<file path="src/design/vcbl_pkg.sv">
// Shared widths, constants and sequencer types for the biquad lowpass block.
package vcbl_pkg;

    localparam int MUL_W       = 32;
    localparam int PROD_W      = 2 * MUL_W;
    localparam int DVD_W       = 64;
    localparam int DSR_W       = 32;
    localparam int FRAC_W      = 30;
    localparam int COEF_SHIFT  = 28;
    localparam int VAL_W       = 35;
    localparam int ACC_W       = 40;
    localparam int SAMPLE_W    = 16;
    localparam int CUTOFF_W    = 15;
    localparam int QF_W        = 8;
    localparam int STATE_Y_W   = 32;
    localparam int OUT_W       = 24;

    localparam int DEFAULT_SAMPLE_RATE_HZ = 44100;
    localparam logic [QF_W-1:0] DEFAULT_QUALITY = 8'd50;

    localparam logic [MUL_W-1:0] HALF_PI_Q30 = 32'd1686629713;
    localparam logic [MUL_W-1:0] QF_ONE      = 32'h4000_0000;

    typedef enum logic [1:0] {
        ST_IDLE,
        ST_ISSUE,
        ST_WAIT,
        ST_FINISH
    } state_t;

    // One entry per operation on the shared multiplier or divider.
    typedef enum logic [4:0] {
        STEP_TURN,
        STEP_X,
        STEP_X2,
        STEP_SD72,
        STEP_SD42,
        STEP_SM42,
        STEP_SD20,
        STEP_SM20,
        STEP_SD6,
        STEP_SM6,
        STEP_SMX,
        STEP_CD90,
        STEP_CD56,
        STEP_CM56,
        STEP_CD30,
        STEP_CM30,
        STEP_CD12,
        STEP_CM12,
        STEP_CD2,
        STEP_CM2,
        STEP_ALPHA,
        STEP_CB0,
        STEP_CB1,
        STEP_CA1,
        STEP_CA2,
        STEP_F0,
        STEP_F1,
        STEP_F2,
        STEP_F3,
        STEP_F4
    } step_t;

endpackage

</file>
<file path="src/design/vcbl_serial_mul.sv">
// Bit-serial unsigned shift-add multiplier, one multiplier bit per cycle.
module vcbl_serial_mul (
    input  logic                        clk,
    input  logic                        rst_n,
    input  logic                        start,
    input  logic [vcbl_pkg::MUL_W-1:0]  a,
    input  logic [vcbl_pkg::MUL_W-1:0]  b,
    output logic                        done,
    output logic [vcbl_pkg::PROD_W-1:0] product
);
    import vcbl_pkg::*;

    localparam int CNT_W = $clog2(MUL_W);

    logic                busy_reg;
    logic                done_reg;
    logic [CNT_W-1:0]    cnt_reg;
    logic [MUL_W-1:0]    a_reg;
    logic [PROD_W-1:0]   prod_reg;
    logic [MUL_W:0]      sum;

    // add multiplicand to the upper half when the low bit is set, then shift right
    assign sum = {1'b0, prod_reg[PROD_W-1:MUL_W]} + (prod_reg[0] ? {1'b0, a_reg} : '0);

    always_ff @(posedge clk or negedge rst_n)
    begin
        if (!rst_n)
        begin
            busy_reg <= 1'b0;
            done_reg <= 1'b0;
            cnt_reg  <= '0;
        end
        else
        begin
            done_reg <= 1'b0;
            if (start)
            begin
                busy_reg <= 1'b1;
                cnt_reg  <= '0;
            end
            else if (busy_reg)
            begin
                cnt_reg <= cnt_reg + 1'b1;
                if (cnt_reg == CNT_W'(MUL_W - 1))
                begin
                    busy_reg <= 1'b0;
                    done_reg <= 1'b1;
                end
            end
        end
    end

    always_ff @(posedge clk)
    begin
        if (start)
        begin
            a_reg    <= a;
            prod_reg <= {{MUL_W{1'b0}}, b};
        end
        else if (busy_reg)
        begin
            prod_reg <= {sum, prod_reg[MUL_W-1:1]};
        end
    end

    assign done    = done_reg;
    assign product = prod_reg;

endmodule

</file>
<file path="src/design/vcbl_serial_div.sv">
// Bit-serial unsigned restoring divider, one quotient bit per cycle.
module vcbl_serial_div (
    input  logic                       clk,
    input  logic                       rst_n,
    input  logic                       start,
    input  logic [vcbl_pkg::DVD_W-1:0] dividend,
    input  logic [vcbl_pkg::DSR_W-1:0] divisor,
    output logic                       done,
    output logic [vcbl_pkg::DVD_W-1:0] quotient
);
    import vcbl_pkg::*;

    localparam int CNT_W = $clog2(DVD_W);

    logic               busy_reg;
    logic               done_reg;
    logic [CNT_W-1:0]   cnt_reg;
    logic [DSR_W-1:0]   dsr_reg;
    logic [DSR_W-1:0]   rem_reg;
    logic [DVD_W-1:0]   dvd_reg;
    logic [DVD_W-1:0]   quo_reg;
    logic [DSR_W:0]     shifted;
    logic [DSR_W+1:0]   diff;
    logic               fits;

    assign shifted = {rem_reg, dvd_reg[DVD_W-1]};
    assign diff    = {1'b0, shifted} - {2'b00, dsr_reg};
    assign fits    = !diff[DSR_W+1];

    always_ff @(posedge clk or negedge rst_n)
    begin
        if (!rst_n)
        begin
            busy_reg <= 1'b0;
            done_reg <= 1'b0;
            cnt_reg  <= '0;
        end
        else
        begin
            done_reg <= 1'b0;
            if (start)
            begin
                busy_reg <= 1'b1;
                cnt_reg  <= '0;
            end
            else if (busy_reg)
            begin
                cnt_reg <= cnt_reg + 1'b1;
                if (cnt_reg == CNT_W'(DVD_W - 1))
                begin
                    busy_reg <= 1'b0;
                    done_reg <= 1'b1;
                end
            end
        end
    end

    always_ff @(posedge clk)
    begin
        if (start)
        begin
            dsr_reg <= divisor;
            dvd_reg <= dividend;
            rem_reg <= '0;
            quo_reg <= '0;
        end
        else if (busy_reg)
        begin
            dvd_reg <= {dvd_reg[DVD_W-2:0], 1'b0};
            rem_reg <= fits ? diff[DSR_W-1:0] : shifted[DSR_W-1:0];
            quo_reg <= {quo_reg[DVD_W-2:0], fits};
        end
    end

    assign done     = done_reg;
    assign quotient = quo_reg;

endmodule

</file>
<file path="src/design/variable_cutoff_biquad_lowpass.sv">
// Top level: variable-cutoff cookbook lowpass biquad with serial coefficient math.
//
// Each input transaction carries a sample (Q1.15) and a cutoff in hertz. The block
// derives the phase step cutoff/SAMPLE_RATE_HZ, evaluates sin and cos by Taylor
// series, forms alpha = sin/(2Q) and the lowpass coefficients normalized by a0, and
// runs one biquad step; the result is Q8.16, saturated to 24 bits, while the stored
// output history keeps 32 bits. All arithmetic runs on one bit-serial 32x32
// multiplier and one bit-serial 64/32 restoring divider, driven by a step
// sequencer: 15 divisions and 15 multiplications, each issued in ST_ISSUE
// and captured in ST_WAIT. A new transaction is taken only when the sequencer
// is idle; a finished result sits in the output register and the next
// transaction may be computed while it waits. Q is written through the cfg
// channel (always ready, write only while idle); Q of zero acts as one.
module variable_cutoff_biquad_lowpass #(
    parameter int SAMPLE_RATE_HZ = vcbl_pkg::DEFAULT_SAMPLE_RATE_HZ
) (
    input  logic                                  clk,
    input  logic                                  rst_n,
    input  logic                                  sample_valid,
    output logic                                  sample_stall,
    input  logic [vcbl_pkg::CUTOFF_W-1:0]         cutoff_hz,
    input  logic signed [vcbl_pkg::SAMPLE_W-1:0]  sample_in,
    output logic                                  result_valid,
    input  logic                                  result_stall,
    output logic signed [vcbl_pkg::OUT_W-1:0]     filtered_sample,
    input  logic                                  cfg_valid,
    output logic                                  cfg_ready,
    input  logic [vcbl_pkg::QF_W-1:0]             quality_factor
);
    import vcbl_pkg::*;

    localparam logic signed [VAL_W-1:0] ONE_S   = 35'sd1073741824;
    localparam logic signed [ACC_W-1:0] Y_MAX   = 40'sd2147483647;
    localparam logic signed [ACC_W-1:0] Y_MIN   = -40'sd2147483648;
    localparam logic signed [STATE_Y_W-1:0] O_MAX = 32'sd8388607;
    localparam logic signed [STATE_Y_W-1:0] O_MIN = -32'sd8388608;

    function automatic logic [MUL_W-1:0] one_minus(input logic [MUL_W-1:0] v);
        one_minus = (v > QF_ONE) ? '0 : QF_ONE - v;
    endfunction

    function automatic logic [VAL_W-1:0] mag(input logic signed [VAL_W-1:0] v);
        mag = v[VAL_W-1] ? VAL_W'(-v) : VAL_W'(v);
    endfunction

    // sequencer
    state_t state_reg, state_next;
    step_t  step_reg;

    // configuration and filter history
    logic [QF_W-1:0]               qf_reg;
    logic signed [SAMPLE_W-1:0]    x1_reg, x2h_reg;
    logic signed [STATE_Y_W-1:0]   y1_reg, y2_reg;

    // per-transaction working registers
    logic [CUTOFF_W-1:0]           cutoff_reg;
    logic signed [SAMPLE_W-1:0]    x0_reg;
    logic [MUL_W-1:0]              turn_reg, x_reg, x2_reg, t_reg, d_reg;
    logic signed [VAL_W-1:0]       s_reg, c_reg, alpha_reg;
    logic [MUL_W-1:0]              cb0_mag_reg, cb1_mag_reg, ca1_mag_reg, ca2_mag_reg;
    logic                          cb0_neg_reg, cb1_neg_reg, ca1_neg_reg, ca2_neg_reg;
    logic signed [ACC_W-1:0]       acc_reg;

    // output register
    logic                          result_valid_reg;
    logic signed [OUT_W-1:0]       filtered_reg;

    // unit interface
    logic                          op_div;
    logic [DVD_W-1:0]              div_dvd;
    logic [DSR_W-1:0]              div_dsr;
    logic [MUL_W-1:0]              mul_a, mul_b;
    logic                          term_neg;
    logic                          mul_start, div_start, mul_done, div_done;
    logic [PROD_W-1:0]             mul_p;
    logic [DVD_W-1:0]              div_q;
    logic                          unit_done;
    logic                          accept, finish_fire;

    // derived values
    logic [MUL_W-1:0]              mul_hi;
    logic [MUL_W-1:0]              c_raw;
    logic [QF_W:0]                 qf_twice;
    logic signed [VAL_W-1:0]       a0;
    logic signed [VAL_W-1:0]       num_b;
    logic [VAL_W-1:0]              num_b_mag;
    logic signed [VAL_W-1:0]       num_a1;
    logic signed [VAL_W-1:0]       num_a2;
    logic signed [VAL_W-1:0]       x0_v, x1_v, x2_v, y1_v, y2_v;
    logic signed [VAL_W-1:0]       alpha_q;
    logic signed [ACC_W-1:0]       term_v;
    logic signed [ACC_W-1:0]       y_sat;
    logic signed [STATE_Y_W-1:0]   y32;
    logic signed [STATE_Y_W-1:0]   y_out;

    assign accept       = sample_valid && !sample_stall;
    assign cfg_ready    = 1'b1;
    assign unit_done    = op_div ? div_done : mul_done;
    assign mul_hi       = mul_p[FRAC_W+MUL_W-1:FRAC_W];
    assign c_raw        = one_minus(mul_hi);
    assign qf_twice     = (qf_reg == '0) ? 9'd2 : {qf_reg, 1'b0};
    assign a0           = ONE_S + alpha_reg;
    assign num_b        = ONE_S - c_reg;
    assign num_b_mag    = mag(num_b);
    assign num_a1       = c_reg <<< 1;
    assign num_a2       = ONE_S - alpha_reg;
    assign x0_v         = $signed({{(VAL_W-SAMPLE_W-1){x0_reg[SAMPLE_W-1]}}, x0_reg, 1'b0});
    assign x1_v         = $signed({{(VAL_W-SAMPLE_W-1){x1_reg[SAMPLE_W-1]}}, x1_reg, 1'b0});
    assign x2_v         = $signed({{(VAL_W-SAMPLE_W-1){x2h_reg[SAMPLE_W-1]}}, x2h_reg, 1'b0});
    assign y1_v         = $signed({{(VAL_W-STATE_Y_W){y1_reg[STATE_Y_W-1]}}, y1_reg});
    assign y2_v         = $signed({{(VAL_W-STATE_Y_W){y2_reg[STATE_Y_W-1]}}, y2_reg});
    assign alpha_q      = $signed({1'b0, div_q[VAL_W-2:0]});
    assign term_v       = $signed({{(ACC_W-(PROD_W-COEF_SHIFT)){1'b0}},
                                   mul_p[PROD_W-1:COEF_SHIFT]});

    // saturate to the 32-bit history range, then to the 24-bit output range
    assign y_sat = (acc_reg > Y_MAX) ? Y_MAX : ((acc_reg < Y_MIN) ? Y_MIN : acc_reg);
    assign y32   = y_sat[STATE_Y_W-1:0];
    assign y_out = (y32 > O_MAX) ? O_MAX : ((y32 < O_MIN) ? O_MIN : y32);

    // operand decode for the current step
    always_comb
    begin
        op_div   = 1'b0;
        div_dvd  = '0;
        div_dsr  = '0;
        mul_a    = '0;
        mul_b    = '0;
        term_neg = 1'b0;
        unique case (step_reg) inside
            STEP_TURN:
            begin
                op_div  = 1'b1;
                div_dvd = {{(DVD_W-CUTOFF_W-MUL_W){1'b0}}, cutoff_reg, {MUL_W{1'b0}}};
                div_dsr = DSR_W'(SAMPLE_RATE_HZ);
            end
            STEP_X:
            begin
                mul_a = {2'b00, turn_reg[FRAC_W-1:0]};
                mul_b = HALF_PI_Q30;
            end
            STEP_X2:
            begin
                mul_a = x_reg;
                mul_b = x_reg;
            end
            STEP_SD72, STEP_SD42, STEP_SD20, STEP_SD6,
            STEP_CD90, STEP_CD56, STEP_CD30, STEP_CD12, STEP_CD2:
            begin
                op_div  = 1'b1;
                div_dvd = {{(DVD_W-MUL_W){1'b0}}, x2_reg};
                case (step_reg)
                    STEP_SD72: div_dsr = 32'd72;
                    STEP_SD42: div_dsr = 32'd42;
                    STEP_SD20: div_dsr = 32'd20;
                    STEP_SD6:  div_dsr = 32'd6;
                    STEP_CD90: div_dsr = 32'd90;
                    STEP_CD56: div_dsr = 32'd56;
                    STEP_CD30: div_dsr = 32'd30;
                    STEP_CD12: div_dsr = 32'd12;
                    default:   div_dsr = 32'd2;
                endcase
            end
            STEP_SM42, STEP_SM20, STEP_SM6, STEP_CM56, STEP_CM30, STEP_CM12, STEP_CM2:
            begin
                mul_a = d_reg;
                mul_b = t_reg;
            end
            STEP_SMX:
            begin
                mul_a = x_reg;
                mul_b = t_reg;
            end
            STEP_ALPHA:
            begin
                op_div  = 1'b1;
                div_dvd = {{(DVD_W-VAL_W){1'b0}}, mag(s_reg)};
                div_dsr = {{(DSR_W-QF_W-1){1'b0}}, qf_twice};
            end
            STEP_CB0:
            begin
                op_div  = 1'b1;
                div_dvd = {2'b00, num_b_mag[VAL_W-1:1], {COEF_SHIFT{1'b0}}};
                div_dsr = DSR_W'(a0);
            end
            STEP_CB1:
            begin
                op_div  = 1'b1;
                div_dvd = {1'b0, num_b_mag, {COEF_SHIFT{1'b0}}};
                div_dsr = DSR_W'(a0);
            end
            STEP_CA1:
            begin
                op_div  = 1'b1;
                div_dvd = {1'b0, mag(num_a1), {COEF_SHIFT{1'b0}}};
                div_dsr = DSR_W'(a0);
            end
            STEP_CA2:
            begin
                op_div  = 1'b1;
                div_dvd = {1'b0, mag(num_a2), {COEF_SHIFT{1'b0}}};
                div_dsr = DSR_W'(a0);
            end
            STEP_F0:
            begin
                mul_a    = cb0_mag_reg;
                mul_b    = MUL_W'(mag(x0_v));
                term_neg = cb0_neg_reg ^ x0_v[VAL_W-1];
            end
            STEP_F1:
            begin
                mul_a    = cb1_mag_reg;
                mul_b    = MUL_W'(mag(x1_v));
                term_neg = cb1_neg_reg ^ x1_v[VAL_W-1];
            end
            STEP_F2:
            begin
                mul_a    = cb0_mag_reg;
                mul_b    = MUL_W'(mag(x2_v));
                term_neg = cb0_neg_reg ^ x2_v[VAL_W-1];
            end
            STEP_F3:
            begin
                mul_a    = ca1_mag_reg;
                mul_b    = MUL_W'(mag(y1_v));
                term_neg = !(ca1_neg_reg ^ y1_v[VAL_W-1]);
            end
            STEP_F4:
            begin
                mul_a    = ca2_mag_reg;
                mul_b    = MUL_W'(mag(y2_v));
                term_neg = !(ca2_neg_reg ^ y2_v[VAL_W-1]);
            end
            default:
            begin
                op_div = 1'b0;
            end
        endcase
    end

    // sequencer state register
    always_ff @(posedge clk or negedge rst_n)
    begin
        if (!rst_n)
        begin
            state_reg <= ST_IDLE;
        end
        else
        begin
            state_reg <= state_next;
        end
    end

    // next state and control outputs
    always_comb
    begin
        state_next   = state_reg;
        mul_start    = 1'b0;
        div_start    = 1'b0;
        finish_fire  = 1'b0;
        sample_stall = 1'b1;
        unique case (state_reg)
            ST_IDLE:
            begin
                sample_stall = 1'b0;
                if (sample_valid)
                begin
                    state_next = ST_ISSUE;
                end
            end
            ST_ISSUE:
            begin
                mul_start  = !op_div;
                div_start  = op_div;
                state_next = ST_WAIT;
            end
            ST_WAIT:
            begin
                if (unit_done)
                begin
                    state_next = (step_reg == STEP_F4) ? ST_FINISH : ST_ISSUE;
                end
            end
            ST_FINISH:
            begin
                if (!result_valid_reg || !result_stall)
                begin
                    finish_fire = 1'b1;
                    state_next  = ST_IDLE;
                end
            end
            default:
            begin
                state_next = ST_IDLE;
            end
        endcase
    end

    // control state: step counter, config, history, output valid
    always_ff @(posedge clk or negedge rst_n)
    begin
        if (!rst_n)
        begin
            step_reg         <= STEP_TURN;
            qf_reg           <= DEFAULT_QUALITY;
            x1_reg           <= '0;
            x2h_reg          <= '0;
            y1_reg           <= '0;
            y2_reg           <= '0;
            result_valid_reg <= 1'b0;
        end
        else
        begin
            if (cfg_valid && cfg_ready)
            begin
                qf_reg <= quality_factor;
            end
            if (accept)
            begin
                step_reg <= STEP_TURN;
            end
            else if (state_reg == ST_WAIT && unit_done && step_reg != STEP_F4)
            begin
                step_reg <= step_t'(5'(step_reg) + 5'd1);
            end
            if (finish_fire)
            begin
                x2h_reg          <= x1_reg;
                x1_reg           <= x0_reg;
                y2_reg           <= y1_reg;
                y1_reg           <= y32;
                result_valid_reg <= 1'b1;
            end
            else if (!result_stall)
            begin
                result_valid_reg <= 1'b0;
            end
        end
    end

    // datapath captures
    always_ff @(posedge clk)
    begin
        if (accept)
        begin
            cutoff_reg <= cutoff_hz;
            x0_reg     <= sample_in;
            acc_reg    <= '0;
        end
        if (finish_fire)
        begin
            filtered_reg <= y_out[OUT_W-1:0];
        end
        if (state_reg == ST_WAIT && unit_done)
        begin
            case (step_reg) inside
                STEP_TURN:  turn_reg <= div_q[MUL_W-1:0];
                STEP_X:     x_reg    <= mul_hi;
                STEP_X2:    x2_reg   <= mul_hi;
                STEP_SD72, STEP_CD90:
                begin
                    t_reg <= one_minus(div_q[MUL_W-1:0]);
                end
                STEP_SD42, STEP_SD20, STEP_SD6, STEP_CD56, STEP_CD30, STEP_CD12, STEP_CD2:
                begin
                    d_reg <= div_q[MUL_W-1:0];
                end
                STEP_SM42, STEP_SM20, STEP_SM6, STEP_CM56, STEP_CM30, STEP_CM12:
                begin
                    t_reg <= one_minus(mul_hi);
                end
                STEP_SMX:   s_reg <= $signed({{(VAL_W-MUL_W){1'b0}}, mul_hi});
                STEP_CM2:
                begin
                    // fold the first-quadrant pair back to the full turn
                    unique case (turn_reg[MUL_W-1:MUL_W-2])
                        2'd0:
                        begin
                            c_reg <= $signed({{(VAL_W-MUL_W){1'b0}}, c_raw});
                        end
                        2'd1:
                        begin
                            s_reg <= $signed({{(VAL_W-MUL_W){1'b0}}, c_raw});
                            c_reg <= -s_reg;
                        end
                        2'd2:
                        begin
                            s_reg <= -s_reg;
                            c_reg <= -$signed({{(VAL_W-MUL_W){1'b0}}, c_raw});
                        end
                        default:
                        begin
                            s_reg <= -$signed({{(VAL_W-MUL_W){1'b0}}, c_raw});
                            c_reg <= s_reg;
                        end
                    endcase
                end
                STEP_ALPHA: alpha_reg <= s_reg[VAL_W-1] ? -alpha_q : alpha_q;
                STEP_CB0:
                begin
                    cb0_mag_reg <= div_q[MUL_W-1:0];
                    cb0_neg_reg <= num_b[VAL_W-1];
                end
                STEP_CB1:
                begin
                    cb1_mag_reg <= div_q[MUL_W-1:0];
                    cb1_neg_reg <= num_b[VAL_W-1];
                end
                STEP_CA1:
                begin
                    ca1_mag_reg <= div_q[MUL_W-1:0];
                    ca1_neg_reg <= !c_reg[VAL_W-1];
                end
                STEP_CA2:
                begin
                    ca2_mag_reg <= div_q[MUL_W-1:0];
                    ca2_neg_reg <= num_a2[VAL_W-1];
                end
                STEP_F0, STEP_F1, STEP_F2, STEP_F3, STEP_F4:
                begin
                    acc_reg <= term_neg ? acc_reg - term_v : acc_reg + term_v;
                end
                default:
                begin
                    acc_reg <= acc_reg;
                end
            endcase
        end
    end

    vcbl_serial_mul u_mul (
        .clk     (clk),
        .rst_n   (rst_n),
        .start   (mul_start),
        .a       (mul_a),
        .b       (mul_b),
        .done    (mul_done),
        .product (mul_p)
    );

    vcbl_serial_div u_div (
        .clk      (clk),
        .rst_n    (rst_n),
        .start    (div_start),
        .dividend (div_dvd),
        .divisor  (div_dsr),
        .done     (div_done),
        .quotient (div_q)
    );

    assign result_valid    = result_valid_reg;
    assign filtered_sample = filtered_reg;

endmodule
</file>
<file path="config.mk">
export PLATFORM = sky130hd
export DESIGN_NAME = variable_cutoff_biquad_lowpass
export DESIGN_NICKNAME = d
export VERILOG_FILES = /design/src/design/vcbl_pkg.sv /design/src/design/vcbl_serial_mul.sv /design/src/design/vcbl_serial_div.sv /design/src/design/variable_cutoff_biquad_lowpass.sv
export SDC_FILE = /design/constraint.sdc
export NUM_CORES = 2
export LEC_CHECK = 0
export BUFFER_PORTS_ARGS = -buffer_cell sky130_fd_sc_hd__buf_2
export CAP_MARGIN = 20
export CORE_MARGIN = 3
export CORE_UTILIZATION = 53
export CTS_CLUSTER_SIZE = 25
export DETAILED_ROUTE_END_ITERATION = 8
export PLACE_DENSITY = 0.72
export SLEW_MARGIN = 5
export SYNTH_ARGS = -nofsm -noshare
export SYNTH_HDL_FRONTEND = slang
export SYNTH_SLANG_ARGS = --single-unit
</file>
<file path="constraint.sdc">
create_clock -name clk -period 5.7 [get_ports clk]
set_input_delay 1.14 -clock clk [delete_from_list [all_inputs] [get_ports clk]]
set_output_delay 1.14 -clock clk [all_outputs]
set_load 0.005 [all_outputs]
</file>
Yosys cells after proc, flatten, opt, wreduce, memory -nomap -nowiden --
Memory sizes are Yosys's and may differ from the RTL's. Index checks and enable logic that the tools add are counted.
Word-level totals: bits in registers 877, memories kept 1, bits in read-only memories 192, input port bits 44
Memory list:
- (no name shown) | words 32, bits a word 6, rd ports 1, clocked after memory_dff 0, write ports 0, RTL line variable_cutoff_biquad_lowpass.sv:152 | case (step_reg)
Cells by class: bitwise logic cells 17, mux-type cells 83, equality and inequality tests 44, reductions and logical operators 44, $add $sub $neg 23, $lt $le $gt $ge 6
Operators by type and width (count):
- 40-bit 2-to-1 mux | 17
- 32-bit 2-to-1 mux | 17
- 63-bit case mux with 7 select lines | 1
- 32-bit case mux with 8 select lines | 1
- 32-bit case mux with 7 select lines | 1
- 35-bit case mux with 3 select lines | 2
- 35-bit 2-to-1 mux | 5
- 35-bit negation | 4
- 64-bit 2-to-1 mux | 2
- 32-bit case mux with 4 select lines | 1
- 17-bit negation with 32-bit output | 3
- 5-bit == test (second input constant) | 15
- 32-bit by 35-bit subtractor with 35-bit output (first input constant) | 2
- 32-bit by 31-bit > comparator with 1-bit output (second input constant) | 2
- 32-bit negation | 2
- 31-bit by 32-bit subtractor with 32-bit output (first input constant) | 2
- 40-bit by 37-bit adder with 40-bit output | 1
- 5-bit by 4-bit == test with 1-bit output (second input constant) | 8
- 40-bit by 32-bit > comparator with 1-bit output (second input constant) | 1
- 40-bit by 32-bit less-than comparator with 1-bit output (second input constant) | 1
- 40-bit by 37-bit subtractor with 40-bit output | 1
- 32-bit negation with 35-bit output | 1
- 34-bit negation with 35-bit output | 1
- 34-bit 2-to-1 mux | 1
- 52 further kinds | 125

Logic depth before layout (Yosys ltp) --
depth after elaboration 19, gate-level depth with buffers 24, gate-level depth less buffers 20

By module --
Synthesis repeated with hierarchy kept, for this count alone.
Unflattened totals: cell total of the unflattened synthesis 5679, area, all modules 55206.7 um^2
Modules (own cells, without submodules):
- variable_cutoff_biquad_lowpass | cells an instance 4290, instances 1, area each 39920.8 um^2
- vcbl_serial_div | cells an instance 872, instances 1, area each 9664.3 um^2
- vcbl_serial_mul | cells an instance 517, instances 1, area each 5621.6 um^2

Worst setup path after synthesis --
Ideal clock, no wire load.
path type reg-to-reg, start point register step_reg[0], end point register x2_reg[0] (enable), library setup time 0.501 ns, arrival time 5.489 ns, cell stages (with the launch flop) 11, period minus slack after synthesis 5.991 ns, slack -0.291 ns, data required time 5.199 ns, path through dfrtp_1 > inv_1 > ha_1 > clkbuf_1 > or3b_2 > a21oi_1 > a221oi_1 > mux2_2 > nand3_1 > or3_1 > nor4_1
On the way: cells in the longest elaborated chain, start to end 6, elaborated cells between the ends (all ways) 24, classes of those cells 16 x eq/ne; 2 x mux; 2 x bitwise; 4 x reduce/logical
RTL lines:
- start, declared | RTL line variable_cutoff_biquad_lowpass.sv:48 | step_t step_reg;
- start signal, assigned | RTL line variable_cutoff_biquad_lowpass.sv:324 | step_reg <= step_t'(5'(step_reg) + 5'd1);
- 5-bit by 2-bit == test with 1-bit output (no source line) (tied with other cells)
- 15-bit OR reduction (no source line)
- 1-bit 2-to-1 mux | RTL line variable_cutoff_biquad_lowpass.sv:130 | unique case (step_reg) inside
- 1-bit 2-to-1 mux | RTL line variable_cutoff_biquad_lowpass.sv:98 | assign unit_done = op_div ? div_done : mul_done;
- 1-bit logical AND | RTL line variable_cutoff_biquad_lowpass.sv:354 | if (state_reg == ST_WAIT && unit_done)
- 4-bit AND reduction (no source line) (*)
- end signal, assigned | RTL line variable_cutoff_biquad_lowpass.sv:359 | STEP_X2: x2_reg <= mul_hi;
- end, declared | RTL line variable_cutoff_biquad_lowpass.sv:58 | logic [MUL_W-1:0] turn_reg, x_reg, x2_reg, t_reg, d_reg;
Every way passes the cells marked *; elsewhere a longest branch is shown, timed or not. A chain may end at the register's enable or synchronous reset.

Final worst setup path --
start point register step_reg[0], end point register acc_reg[39] (data pin)
On the way: cells in the longest elaborated chain, start to end 18, elaborated cells between the ends (all ways) 54, classes of those cells 29 x eq/ne; 19 x mux; 6 x reduce/logical
RTL lines:
- 5-bit == test (no source line)
- 1-bit case mux with 5 select lines | RTL line variable_cutoff_biquad_lowpass.sv:130
- 40-bit 2-to-1 mux | RTL line variable_cutoff_biquad_lowpass.sv:421 | acc_reg <= term_neg ? acc_reg - term_v : acc_reg + term_v;
- 40-bit 2-to-1 mux (14 in series) | RTL line variable_cutoff_biquad_lowpass.sv:356 | case (step_reg) inside
- 40-bit 2-to-1 mux (*) | RTL line variable_cutoff_biquad_lowpass.sv:354
- end signal, assigned | RTL line variable_cutoff_biquad_lowpass.sv:421
- end signal, assigned | RTL line variable_cutoff_biquad_lowpass.sv:425 | acc_reg <= acc_reg;
- end, declared | RTL line variable_cutoff_biquad_lowpass.sv:62 | logic signed [ACC_W-1:0] acc_reg;
Every way passes the cells marked *; elsewhere a longest branch is shown, timed or not. The select of a mux whose other input is x is not followed.

==> impl_results.md <==
- Outcome: finished clean
- Initial DRT Pass Iterations: 7
- Post-synth EDFFs: 652
- Vias in the first global route: 41900
- Slew Limit Fails: 0
- Reg-to-reg critical path endpoint: acc_reg[39]$_DFFE_PP_
- First-pass GRT wire length: 272 mm
- DP Worst Slack: roughly 160 ps
- Worst reg2reg setup slack: 310 ps
- Starting density of the core: 0.535
- Routed wire length: 184 mm
- Number of synthesized register bits: a little under 900
- CP arrival: 5850 ps
- Final setup fails: 0
- Die ar.: slightly above 100000 µm²
- RSZ-0062 raised after global routing: false
- Core footprint: 98400 µm²
- Initial DRC Count: 6499
- P&R area growth vs syn: 10.4%
- Die X: between 300 and 400 µm
- Final Hold Fails: 0
- IO buf count: 69
- Yosys top cell area share: 0.372
- Synth unique cells: 102
- Largest net degree at the start of global routing: between 80 and 90
- Post-route setup slack: 314 ps
- Largest cells by area after synthesis: edfxtp_1 37%, dfrtp_1 5.9%, xnor2_1 5.5%
- Io pins: 71
- CTS tree: yes
- Post-synthesis sequential area ratio: 0.469
- R2R Path Start: step_reg[0]$_DFFE_PN0P_
- Layout cells sized above 1: 0.0960
- Leak: 22.8 nW
- Via count: 45100
- DP HPWL: approximately 130 mm
- Max VDD drop: 0.236 mV
- Max Clock Freq: around 190 MHz
- Pwr Density: approximately 230 nW/µm²
- WP data required: between 6000 and 7000 ps
- Root Driver: clkbuf_16
- Detail-routed via count per cell: 6.60
- DRC violations left: 0
- Minimum clock period: 5390 ps
- Initial antenna violation count: 5
- Tcrit/Tclk final: 0.945
- Routed wire per std cell: 26.9 µm
- Critical path class: flip-flop to flip-flop
- Clk pin slew, worst setup/hold paths: ~60 ps
- Worst reg2reg path depth: 19
- CP endpoint kind: flip-flop
- Main flop type after synthesis: edfxtp_1
- CP Launch Type: flip-flop
- Slew margin rel.: 0.195
- Least-Margin Pin Slew: between 1000 and 1500 ps
- Number of core rows: 115
- Final antenna-violating net count: 0
- H-tree depth: 3
- Class of the worst hold path: input pin to asynchronous set/reset pin
- Ys async rst share: 0.145
- CTS Buf Count: 97
- Max-Cap Viols: 0
- Hold_buf cts: 0
- Clock buffer depth: 3
- Synth Cell Area: 52700 µm²
- Syn_area_per_cell: between 9 and 10 µm²
- Gate count of the mapped netlist: 5479
- Setup TNS: 0 ps
- Die Height: 321 µm
- CP max FO: 19
- GP Congestion: 1.06
- Final #Nets: 5636
- Clock sinks: between 800 and 900
- Clock latency on the worst-skew pair: 700 ps
- Worst hold slack: 368 ps
- GRT Total Usage: 0.350
- Synth warn: 0
- Syn nets: 5660
- Post-synth top area cell: edfxtp_1
- GRT overflow: 0
- Layout Skew: 20.4 ps
cells in the final DEF, fill, tap and decap left out, types with 38 or more instances in the layout:
master / Yosys / layout
dfxtp_1: 98 / 98
buf_2: 10 / 69
a21o_1: 48 / 48
dfrtp_1: 124 / 122
nand2b_1: 49 / 49
inv_1: 157 / 153
nand3_1: 130 / 128
nor4_1: 48 / 47
ha_1: 134 / 133
or2_2: 38 / 38
xor2_1: 212 / 212
nor2_1: 405 / 399
mux2i_1: 96 / 96
buf_4: 1 / 172
o31ai_1: 74 / 74
clkbuf_16: 0 / 98
or3_1: 72 / 71
o22ai_1: 64 / 64
nor3_1: 116 / 109
o21ai_0: 399 / 398
edfxtp_1: 652 / 652
and2_1: 79 / 79
nand2_1: 636 / 634
or4_1: 47 / 47
xnor2_1: 328 / 328
nand4_1: 72 / 72
a22oi_1: 117 / 116
a21oi_1: 299 / 297
a221oi_1: 79 / 79
where the power goes:
part	internal, mW	total (mW)	leakage (nW)	switching (mW)
Clock	3.88	6.64	1.62	2.77
Combinational	0.0167	0.0481	12.4	0.0314
Sequential	6.79	6.80	8.86	0.00784
Total	10.7	13.5	22.8	2.81
cell type report:
type	count	area (µm²)
flip-flops and latches	877	24700
diodes	2	5.00
multi-input cells	4071	26100
clock buffers	127	2590
inverters	163	618
fillers	8391	40300
clock inverters	56	754
well taps	1287	1610
repair buffers	245	1720
metrics by stage:
stage               cells  area (µm²)   util  power [mW]
floorplan            5479       52700      -        6.93
global placement     6641       54800  0.556        6.98
detailed placement   6641       54800  0.556        6.98
CTS                  6824       58100  0.590        13.5
global route         6826       58200  0.591        13.8
finish               6828       58200  0.591        13.5
layer usage:
layer | GRT usage | part of all wire | routed length, µm
met1 | 0.473 | 0.39 | 71800
met2 | 0.518 | 0.43 | 78900
met3 | 0.0896 | 0.12 | 21200
met4 | 0.190 | 0.065 | 12000
met5 | 0 | 0.00015 | 27
worst max path at each step:
| stage | startpoint | endpoint | slack [ps] | cells after the start |
|---|---|---|---|---|
| 2_1_floorplan | step_reg[0]$_DFFE_PN0P_ | c_reg[0]$_DFFE_PP_ | 340 | 10 |
| 3_3_place_gp | step_reg[0]$_DFFE_PN0P_ | acc_reg[39]$_DFFE_PP_ | 150 | 20 |
| 3_5_place_dp | step_reg[0]$_DFFE_PN0P_ | acc_reg[39]$_DFFE_PP_ | 160 | 20 |
| 4_1_cts | step_reg[0]$_DFFE_PN0P_ | acc_reg[39]$_DFFE_PP_ | 100 | 20 |
| 5_1_grt | step_reg[0]$_DFFE_PN0P_ | acc_reg[37]$_DFFE_PP_ | 20 | 19 |
| 6_report | step_reg[0]$_DFFE_PN0P_ | acc_reg[39]$_DFFE_PP_ | 310 | 19 |
critical path: stages, from the launching register on:
cell	delay, ps
dfrtp_1	460
inv_1	130
ha_1	240
and3_2	210
a222oi_1	360
o211a_1	380
buf_12	190
o21ai_0	110
xnor2_1	180
ha_1	400
and4_1	260
nand3_1	160
a211oi_1	490
nor3_1	170
a2111oi_1	620
or4_1	220
nand2_1	60
xnor2_1	170
o21ai_0	100
a21bo_2	210
kinds of logic (layout without fill, tap and decap cells):
logic type / after synthesis / in the layout / share of synthesized area
XOR/XNOR: 540 / 540 / 0.0898
other: 1 / 3 / 0.0000712
AND/OR/NAND/NOR: 1834 / 1834 / 0.168
AO/OA/AOI/OAI: 1451 / 1451 / 0.181
flip-flops: 877 / 877 / 0.469
multiplexers: 108 / 108 / 0.0208
adder cells (fa/ha/maj): 137 / 137 / 0.0330
buffers and inverters: 531 / 591 / 0.0382
cell usage after synthesis, drive strengths merged, types with 64 or more instances:
master	count
a21oi	299
a221oi	79
a22oi	117
and2	81
clkbuf	329
dfrtp	124
dfxtp	98
edfxtp	652
ha	134
inv	159
mux2i	96
nand2	637
nand3	131
nand4	73
nor2	405
nor3	116
o21ai	400
o22ai	64
o31ai	75
or3	75
xnor2	328
xor2	212
timing repair:
item,in CTS,in global routing
setup buffers,0,0
setup endpoints to repair,0,5
resized for setup,0,4
(Power assumes the default switching activity.)
